===== config.mk =====
export PLATFORM = sky130hd
export DESIGN_NAME = imh_ctrl
export DESIGN_NICKNAME = d
export VERILOG_FILES = /design/src/sv/imh_pkg.sv /design/src/sv/imh_ctrl.sv
export SDC_FILE = /design/constraint.sdc
export NUM_CORES = 1
export LEC_CHECK = 0
export BUFFER_PORTS_ARGS = -buffer_cell sky130_fd_sc_hd__buf_2
export CAP_MARGIN = 20
export CORE_UTILIZATION = 49
export CTS_BUF_LIST = sky130_fd_sc_hd__clkbuf_8
export DETAILED_ROUTE_END_ITERATION = 8
export PLACE_DENSITY = 0.75
export SETUP_SLACK_MARGIN = 0.3
export SLEW_MARGIN = 20
export SYNTH_ARGS = -nofsm -noshare
export SYNTH_HDL_FRONTEND = slang
export SYNTH_SLANG_ARGS = --single-unit
export TNS_END_PERCENT = 10

===== constraint.sdc =====
create_clock -name clk -period 1.68 [get_ports clk]
set_input_delay 0.168 -clock clk [delete_from_list [all_inputs] [get_ports clk]]
set_output_delay 0.168 -clock clk [all_outputs]
set_load 0.1 [all_outputs]

===== src/sv/imh_pkg.sv =====
// Package with the types, constants and status codes of the indexed min-heap.
`timescale 1ns / 1ps
`default_nettype none
package imh_pkg;
    localparam int KEY_BITS   = 10;
    localparam int PRIO_BITS  = 32;
    localparam int SIZE_BITS  = 11;
    localparam int KEY_SPACE  = 1024;
    localparam int CAPACITY   = 1024;
    localparam int SLOT_BITS  = 10;

    typedef logic [1:0]           func_t;
    typedef logic [2:0]           status_t;
    typedef logic [KEY_BITS-1:0]  key_t;
    typedef logic [PRIO_BITS-1:0] prio_t;
    typedef logic [SLOT_BITS-1:0] slot_t;
    typedef logic [SIZE_BITS-1:0] size_t;

    localparam func_t FN_INSERT   = 2'd0;
    localparam func_t FN_DELETE   = 2'd1;
    localparam func_t FN_DECREASE = 2'd2;
    localparam func_t FN_PEEK     = 2'd3;

    localparam status_t ST_OK       = 3'd0;
    localparam status_t ST_FULL     = 3'd1;
    localparam status_t ST_EMPTY    = 3'd2;
    localparam status_t ST_KEY      = 3'd3;
    localparam status_t ST_NOTLOWER = 3'd4;

    // Datapath operations requested by the controller.
    typedef enum logic [3:0] {
        OP_NONE,
        OP_LOAD,      // capture request, read presence and key map
        OP_CHECK,     // evaluate request; read root or target slot
        OP_EVAL,      // take peek result or test decrease priority
        OP_RD_LAST,   // read last slot for delete
        OP_PLACE,     // write new or moved entry into current slot
        OP_RD_A,      // read parent or left child
        OP_RD_B,      // read right child
        OP_CMP,       // compare and decide a swap
        OP_WR_A,      // write current slot of a swap with the other entry
        OP_WR_B       // write other slot of a swap, move down or up
    } op_t;

    typedef struct packed {
        op_t  op;
        logic sift_down;
    } cmd_t;

    typedef struct packed {
        logic    done_now;   // request finishes without sifting
        logic    do_up;      // sift up after place
        logic    need_last;  // delete with remaining entries
        logic    at_top;     // sift-up position is root
        logic    no_child;   // sift-down has no left child
        logic    has_right;  // sift-down has a right child
        logic    swap;       // comparison asks for a swap
        logic    eval_done;  // peek, or decrease to a priority not lower
        logic    init_busy;  // presence memory is being cleared
    } sts_t;
endpackage
`default_nettype wire


===== src/sv/imh_ctrl.sv =====
// Controller state machine sequencing checks, placement and sifts.
`timescale 1ns / 1ps
`default_nettype none
module imh_ctrl (
    input  wire logic           clk,
    input  wire logic           rst_n,
    input  wire logic           in_valid,
    output logic                in_ready,
    output logic                out_valid,
    input  wire logic           out_ready,
    input  wire imh_pkg::sts_t  sts,
    output imh_pkg::cmd_t       cmd
);
    typedef enum logic [10:0] {
        S_IDLE  = 11'b00000000001,
        S_CHECK = 11'b00000000010,
        S_DEC   = 11'b00000000100,
        S_LAST  = 11'b00000001000,
        S_PLACE = 11'b00000010000,
        S_RDA   = 11'b00000100000,
        S_RDB   = 11'b00001000000,
        S_CMP   = 11'b00010000000,
        S_WRA   = 11'b00100000000,
        S_WRB   = 11'b01000000000,
        S_DONE  = 11'b10000000000
    } state_t;

    state_t state_reg, state_next;
    logic   down_reg, down_next;

    assign in_ready  = (state_reg == S_IDLE) && !sts.init_busy;
    assign out_valid = (state_reg == S_DONE);

    always_comb
    begin
        state_next = state_reg;
        down_next  = down_reg;
        cmd.op        = imh_pkg::OP_NONE;
        cmd.sift_down = down_reg;
        unique case (state_reg)
            S_IDLE:
                if (in_valid && in_ready)
                begin
                    cmd.op     = imh_pkg::OP_LOAD;
                    state_next = S_CHECK;
                end
            S_CHECK:
            begin
                cmd.op = imh_pkg::OP_CHECK;
                down_next = !sts.do_up;
                if (sts.done_now)
                    state_next = S_DONE;
                else if (sts.do_up)
                    state_next = S_DEC;
                else
                    state_next = S_LAST;
            end
            S_DEC:
            begin
                cmd.op = imh_pkg::OP_EVAL;
                state_next = sts.eval_done ? S_DONE : S_PLACE;
            end
            S_LAST:
            begin
                cmd.op = imh_pkg::OP_RD_LAST;
                state_next = sts.need_last ? S_PLACE : S_DONE;
            end
            S_PLACE:
            begin
                cmd.op = imh_pkg::OP_PLACE;
                state_next = S_RDA;
            end
            S_RDA:
            begin
                if ((down_reg && sts.no_child) || (!down_reg && sts.at_top))
                    state_next = S_DONE;
                else
                begin
                    cmd.op = imh_pkg::OP_RD_A;
                    state_next = down_reg && sts.has_right ? S_RDB : S_CMP;
                end
            end
            S_RDB:
            begin
                cmd.op = imh_pkg::OP_RD_B;
                state_next = S_CMP;
            end
            S_CMP:
            begin
                cmd.op = imh_pkg::OP_CMP;
                state_next = S_WRA;
            end
            S_WRA:
                if (!sts.swap)
                    state_next = S_DONE;
                else
                begin
                    cmd.op = imh_pkg::OP_WR_A;
                    state_next = S_WRB;
                end
            S_WRB:
            begin
                cmd.op = imh_pkg::OP_WR_B;
                state_next = S_RDA;
            end
            S_DONE:
                if (out_ready)
                    state_next = S_IDLE;
            default:
                state_next = S_IDLE;
        endcase
    end

    always_ff @(posedge clk or negedge rst_n)
    begin
        if (!rst_n)
        begin
            state_reg <= S_IDLE;
            down_reg  <= 1'b0;
        end
        else
        begin
            state_reg <= state_next;
            down_reg  <= down_next;
        end
    end
endmodule
`default_nettype wire


=== After elaboration in Yosys (flattened, before gate mapping) ===
Cells that the tools add are included.
Widths: inputs -> output; s select.

* Flip-flop bits (word level): 12
* Word-level logic and storage cells: 40

* Equal/unequal tests: 13
* Multiplexer cells: 14
* Reduce and logical (&&, ||, !) cells: 11

{| class="wikitable"
|+ Operators by type and width
! cell !! count
|-
| $pmux 11 s10 || 1
|-
| $mux 11 || 7
|-
| $pmux 4 s10 || 1
|-
| $eq 11x1->1 const B || 1
|-
| $eq 11x10->1 const B || 1
|-
| $eq 11x11->1 const B || 1
|-
| $eq 11x2->1 const B || 1
|-
| $eq 11x3->1 const B || 1
|-
| $eq 11x4->1 const B || 1
|-
| $eq 11x5->1 const B || 1
|-
| $eq 11x6->1 const B || 1
|-
| $eq 11x7->1 const B || 1
|-
| $eq 11x8->1 const B || 1
|-
| $eq 11x9->1 const B || 1
|-
| $mux 4 || 2
|-
| $mux 8 || 1
|-
| $logic_and 1x1->1 || 5
|-
| $ne 2x1->1 const B || 2
|-
| $logic_not 1->1 || 3
|-
| $mux 3 || 1
|-
| $reduce_and 2->1 || 1
|-
| $reduce_or 2->1 || 1
|-
| $logic_or 1x1->1 || 1
|-
| $mux 1 || 1
|}

=== Longest topological paths before layout ===
Gate-level depths: netlist of the first run.

* Depth in word-level cells: 5
* Depth in mapped cells: 5
* Depth with buffers taken out: 4

=== Worst setup path after synthesis of the first run ===
No wires, ideal clock.

* Kind: register to output
* Start: register state_reg[5]
* End: output cmd[2] in the netlist's numbering
* Data arrival time: 4.591 ns
* Data required time: 1.512 ns
* Slack: -3.079 ns
* Stages on the path, launching flop included: 4
* Cell sequence: dfrtp_1 > nor4_2 > or2b_1 > o311ai_0

{| class="wikitable"
|+ RTL lines
! item !! line !! RTL
|-
| from (decl) || imh_ctrl.sv:28 || <nowiki>state_t state_reg, state_next;</nowiki>
|-
| from (signal assigned) || imh_ctrl.sv:123 || <nowiki>state_reg <= state_next;</nowiki>
|-
| to (decl) || imh_ctrl.sv:12 || <nowiki>output imh_pkg::cmd_t cmd</nowiki>
|}

==> results of run 1 <==
-- path summary, 6_finish.rpt --
check / from / to
hold reg to reg: down_reg$_DFFE_PN0N_ / down_reg$_DFFE_PN0N_
setup / recovery: state_reg[1]$_DFFE_PN0P_ / cmd[2]
min in group asynchronous: rst_n / state_reg[8]$_DFFE_PN0P_
max in group asynchronous: rst_n / state_reg[0]$_DFFE_PN1P_
setup reg to reg: state_reg[1]$_DFFE_PN0P_ / state_reg[7]$_DFFE_PN0P_
hold / removal: sts[7] / state_reg[3]$_DFFE_PN0P_
-- through the flow --
step | cell area (um2) | setup slack, ns | hold WS, ns | setup TNS [ns]
after global placement | 1310 | -0.196 | 0.0598 | -0.828
after detailed placement | 1310 | -0.236 | 0.0642 | -1.06
final | 1520 | -0.585 | 0.137 | -3.36
after floorplan | 883 | -1.29 | -0.128 | -6.25
after global routing | 1520 | -0.584 | 0.129 | -3.46
after CTS | 1500 | -0.418 | 0.0935 | -2.24
-- logic make-up after synthesis --
family	Yosys count	share of synthesized area, %
and+or+nand+nor	50	38.3
AOI/OAI and AO/OA	18	16.1
DFF	12	34.7
buffers and inverters	7	4.47
xor gates and xnor gates	4	4.03
muxes	2	2.31
-- layout make-up --
cell class / instances / area (um2) / area share (%)
inverter: 4 / 15.0 / 0.988
multi-input combinational: 74 / 641 / 42.1
clock buffer: 4 / 55.1 / 3.62
tap: 16 / 20.0 / 1.32
timing repair buffer: 57 / 488 / 32.1
sequential: 12 / 302 / 19.8
-- worst reg2reg max path, delay by kind of cell, from the launching register on --
kind            cells  cell delay (ns)
flops               1             0.43
buf+inv             1             0.22
simple gates        3             1.00
compound gates      1             0.14
-- routing by layer --
layer | GRT usage (%) | wire length, um | vias to the layer above
met4 | 24.2 | 381 | 0
li1 | - | - | 474
met1 | 52.4 | 1460 | 552
met2 | 79.4 | 2010 | 136
met5 | 0 | 0 | -
met3 | 12.2 | 585 | 52
-- report_power, final --
part,total [mW],switching [mW],internal (mW),leakage [nW]
Combinational,0.357,0.231,0.126,0.540
Clock,0.334,0.126,0.208,0.0288
Sequential,0.326,0.0200,0.306,0.161
-- what timing repair did --
| item | CTS | global route |
|---|---|---|
| hold buffers | 1 | 0 |
| endpoints found under the setup margin | 16 | 18 |
| setup buffers | 5 | 0 |
| resized for setup | 19 | 5 |
| pin swaps | 14 | 1 |
| endpoints found under the hold margin | 11 | 0 |
-- layout by cell type (no fill, tap or decap), types with 2 or more instances in the layout --
master	count
buf_4	33
buf_2	13
dfrtp_1	11
nor2_1	9
buf_12	6
xor2_1	4
nor3_1	4
nand2_1	4
inv_1	4
clkbuf_8	4
buf_6	4
nor4_4	3
nor2b_1	3
nand3_1	3
o21ai_0	2
o211ai_1	2
mux2i_1	2
or4_4	2
nor3_4	2
nand4b_1	2
a22oi_1	2
==> results.toml, run 1 <==
[run_status]
run_status = "finished, violations left"
violations = "DRC, setup timing"

[floorplanning]
die-area_um2 = 1940
die_y_um = 44.1
start_util_pct = 55.1
fp.dieW_um = 44.1
ios = 20
num_rows = 14
coreArea_um2 = 1580

[finish]
stdcell_count = 167
final_nets = 165
largest_reg_flops = 11
fillers = 35
drive_gt1_share_pct = 57.6
area_growth_pct = 75.1
antennaDiodeCount = 0
finish.utilization_pct = 96.4

[grt]
grt_pass1_wl_um = 6150
antenna_found_initial = 0
grt_pass1_vias = 1213
grt_usage_pct = 46.3
grt.overflow.total = 0
grt_max_degree = 13

[power_and_ir_drop]
peakVddDrop_uv = 677
p_total_mw = 1.02
pwr_density_cell_nw_per_um2 = 669
p_leak_nw = 0.731

[critical_path]
crit_chain = "or4_4, nor3_4, nand4b_1, o311ai_2, buf_12"
cp-end-kind = "primary output"
ff2ff_path_depth = 5
cpMaxStageDelayCell = "or4_4"
critical_path.top_delay_family = "simple AND/OR/NAND/NOR gates"
required_ns = 1.51
arrival_ns = 2.10
worst-path-stages = 5
cpPeakStageDelay_ns = 0.61
regToRegSetupSlack_ns = -0.19
critical_path_class = "flop to primary output"
critical_path.max_fanout = 4
cp-start-kind = "flop"
crit_buf_inv = 1

[timing]
drv_slew = 0
timing.final.crit_share_pct = 135
period_minus_slack_ns = 2.27
setup_ws_ns = -0.585
fin_skew_ns = 0.000813
tightest_slew_ns = 0.501
fmax_mhz = 441
hold_viol = 0
rsz0062_at_grt = "true"
setup_violations = 11
relSlewSlack_pct = 66.8

[routing]
vias = 1214
route.detailed.drc = 2
drtIter0Drc = 118
wl_per_cell_um = 26.6
drtPass1Iterations = 7
wl_um = 4440
vias_per_cell = 7.27
antenna_left = 0

[placed_design]
dp.final_hpwl_um = 2130
dp_cells = 157
gp_congestion = 0.955
io_buffers = 19

[yosys]
avgSynthCellArea_um2 = 9.34
ys_seq_area_share_pct = 34.7
synth_cell_types = 45
synth-main-ff-cell = "dfrtp_1"
synth.most_common_cell = "dfrtp_1"
yosys.area.top_type = "dfrtp_1"
synth_edf_count = 0
synth_warnings = 0
synthesis.area_um2 = 868
synth-seq-cells = 12
async_reset_ff_share_pct = 100
synth_top_area_share_pct = 31.7
syn-instance-count = 93
synth_common_cells = "dfrtp_1, nor2_1, nor3_1"
ys_top_cells_by_area = "dfrtp_1, xor2_1, nor2_1"
synth_nets = 106

[worst_hold_path]
hold_path.class = "input pin to flop"
holdPathStages = 2

[job]
max_cap_violations = 0

[cts]
cts_tree = "done"
cts_sinks = 12
clockRootBuffer = "clkbuf_8"
clkTransAtPathRegs_ns = 0.06
cts.path.max_buffers = 2
clock_latency_ns = 0.25
cts_inserted_buffers = 3
h-tree-depth = 1
Note: power is estimated with default switching activity, not from simulation.
==> run 2, diff against run 1 <==
==> constraint.sdc (replaced) <==
create_clock -name clk -period 1.68 [get_ports clk]
set_input_delay 0.504 -clock clk [delete_from_list [all_inputs] [get_ports clk]]
set_output_delay 0.504 -clock clk [all_outputs]
set_load 0.1 [all_outputs]
==> run 2 against run 1 <==
  * Highest routed layer unchanged
  * The run still ends with DRC, setup timing left
  * Sequential share of layout area barely moved
  * Core utilization down 0.16 points
  * Largest cell class unchanged
  * Critical path depth rose by 2
  * Routed wire length up 2.7%
  * Critical path type unchanged
==> results.toml, run 2 (same netlist as run 1, synthesis figures left out) <==
[run_status]
run_status = "finished, violations left"
violations = "DRC, setup timing"

[critical_path]
crit_chain = "buf_4, buf_4, xor2_1, nand3_1, a21oi_2, a41o_1, buf_12"
crit_buf_inv = 3
critical_path.top_delay_family = "buffers and inverters"
cpMaxStageDelayCell = "dfrtp_1"
cp-end-kind = "primary output"
cpPeakStageDelay_ns = 0.40
critical_path.max_fanout = 4
required_ns = 1.18
cp-start-kind = "flop"
crit_top_cell = "buf_4"
arrival_ns = 2.05
critical_path_class = "flop to primary output"

[routing]
vias = 1253
wl_per_cell_um = 27.0
route.detailed.drc = 2
antenna_left = 0
vias_per_cell = 7.41
drtPass1Iterations = 9
wl_um = 4560
drtIter0Drc = 175

[timing]
fmax_mhz = 392
period_minus_slack_ns = 2.55
drv_slew = 0
fin_skew_ns = 0.00913
rsz0062_at_grt = "true"
hold_viol = 0
setup_ws_ns = -0.872
tightest_slew_ns = 0.378
setup_violations = 11
relSlewSlack_pct = 74.8
timing.final.crit_share_pct = 152

[finish]
area_growth_pct = 74.8
antennaDiodeCount = 0
final_area_um2 = 1520
drive_gt1_share_pct = 56.2
final_nets = 167
final_cell_mix = "buf_4, buf_2, dfrtp_1, nor2_1, buf_12"
largest_reg_flops = 11
final_common_cell = "buf_4"
stdcell_count = 169

[placed_design]
gp_congestion = 0.946
io_buffers = 19
placed_area_um2 = 1350
dp.final_hpwl_um = 2210
dp_cells = 161
dp_slack_ns = -0.625

[grt]
grt.overflow.total = 0
grt_usage_pct = 47.1
grt_pass1_wl_um = 6330
grt_max_degree = 13
antenna_found_initial = 0
grt_pass1_vias = 1185

[power_and_ir_drop]
p_total_mw = 1.03
p_leak_nw = 0.742
peakVddDrop_uv = 878
pwr_density_cell_nw_per_um2 = 676

[floorplanning]
fp.dieW_um = 44.1
start_util_pct = 55.1
num_rows = 14
die_y_um = 44.1
ios = 20
coreArea_um2 = 1580
die-area_um2 = 1940

[cts]
cts.path.max_buffers = 2
clockRootBuffer = "clkbuf_8"
clock_latency_ns = 0.25
cts_sinks = 12
cts_inserted_buffers = 3
h-tree-depth = 1
holdBufCountCts = 0
cts_tree = "done"
clkTransAtPathRegs_ns = 0.06

[worst_hold_path]
hold_path.class = "input pin to asynchronous set/reset pin"

[job]
max_cap_violations = 0
## run 2: final cells by class
type | instances | area (um2)
Fill cell | 33 | 58.8
Inverter | 4 | 15.0
Multi-Input combinational cell | 74 | 628
Clock inverter | 1 | 3.75
Timing Repair Buffer | 59 | 508
Clock buffer | 3 | 41.3
Sequential cell | 12 | 302
Tap cell | 16 | 20.0
## run 2: power by group
| group | switching, mW | leakage [nW] | total (mW) | internal, mW |
|---|---|---|---|---|
| combinational | 0.246 | 0.554 | 0.421 | 0.176 |
| clock | 0.122 | 0.0269 | 0.284 | 0.162 |
| sequential | 0.0158 | 0.161 | 0.321 | 0.306 |
| total | 0.384 | 0.742 | 1.03 | 0.643 |
## run 2: layer usage
metal / GRT usage [%] / wire [um] / vias up
met4: 24.8 / 551 / 0
met3: 13.5 / 694 / 80
met5: 0 / 0 / -
li1: - / - / 479
met1: 53.6 / 1440 / 531
met2: 79.7 / 1880 / 163
## run 2: repair_timing
| action | in CTS | in global routing |
|---|---|---|
| gates resized for setup | 15 | 5 |
| setup endpoints to repair | 18 | 19 |
| hold endpoints to repair | 0 | 0 |
| setup buffers | 3 | 1 |
| pin swaps | 8 | 3 |
## run 2: stage by stage
stage                     util (%)  TNS, ns  hold slack (ns)
final                         96.3    -5.46            0.126
after global routing          96.3    -6.50            0.147
after CTS                     94.3    -4.53            0.143
after detailed placement      85.6    -3.36            0.401
after global placement        85.6    -2.86            0.395
after floorplan                  -    -8.27            0.208
## run 2: final timing paths
| check | start | end | slack, ns | depth (start not counted) |
|---|---|---|---|---|
| min in group clk | sts[7] | state_reg[3]$_DFFE_PN0P_ | 0.46 | 2 |
| worst min-delay path | rst_n | state_reg[8]$_DFFE_PN0P_ | 0.13 | 1 |
| worst max register to register | state_reg[1]$_DFFE_PN0P_ | state_reg[6]$_DFFE_PN0P_ | -0.24 | 6 |
| worst max-delay path | state_reg[6]$_DFFE_PN0P_ | cmd[3] | -0.87 | 7 |
| max in group asynchronous | rst_n | state_reg[0]$_DFFE_PN1P_ | 1.27 | 1 |
| worst min register to register | down_reg$_DFFE_PN0N_ | down_reg$_DFFE_PN0N_ | 0.70 | 3 |
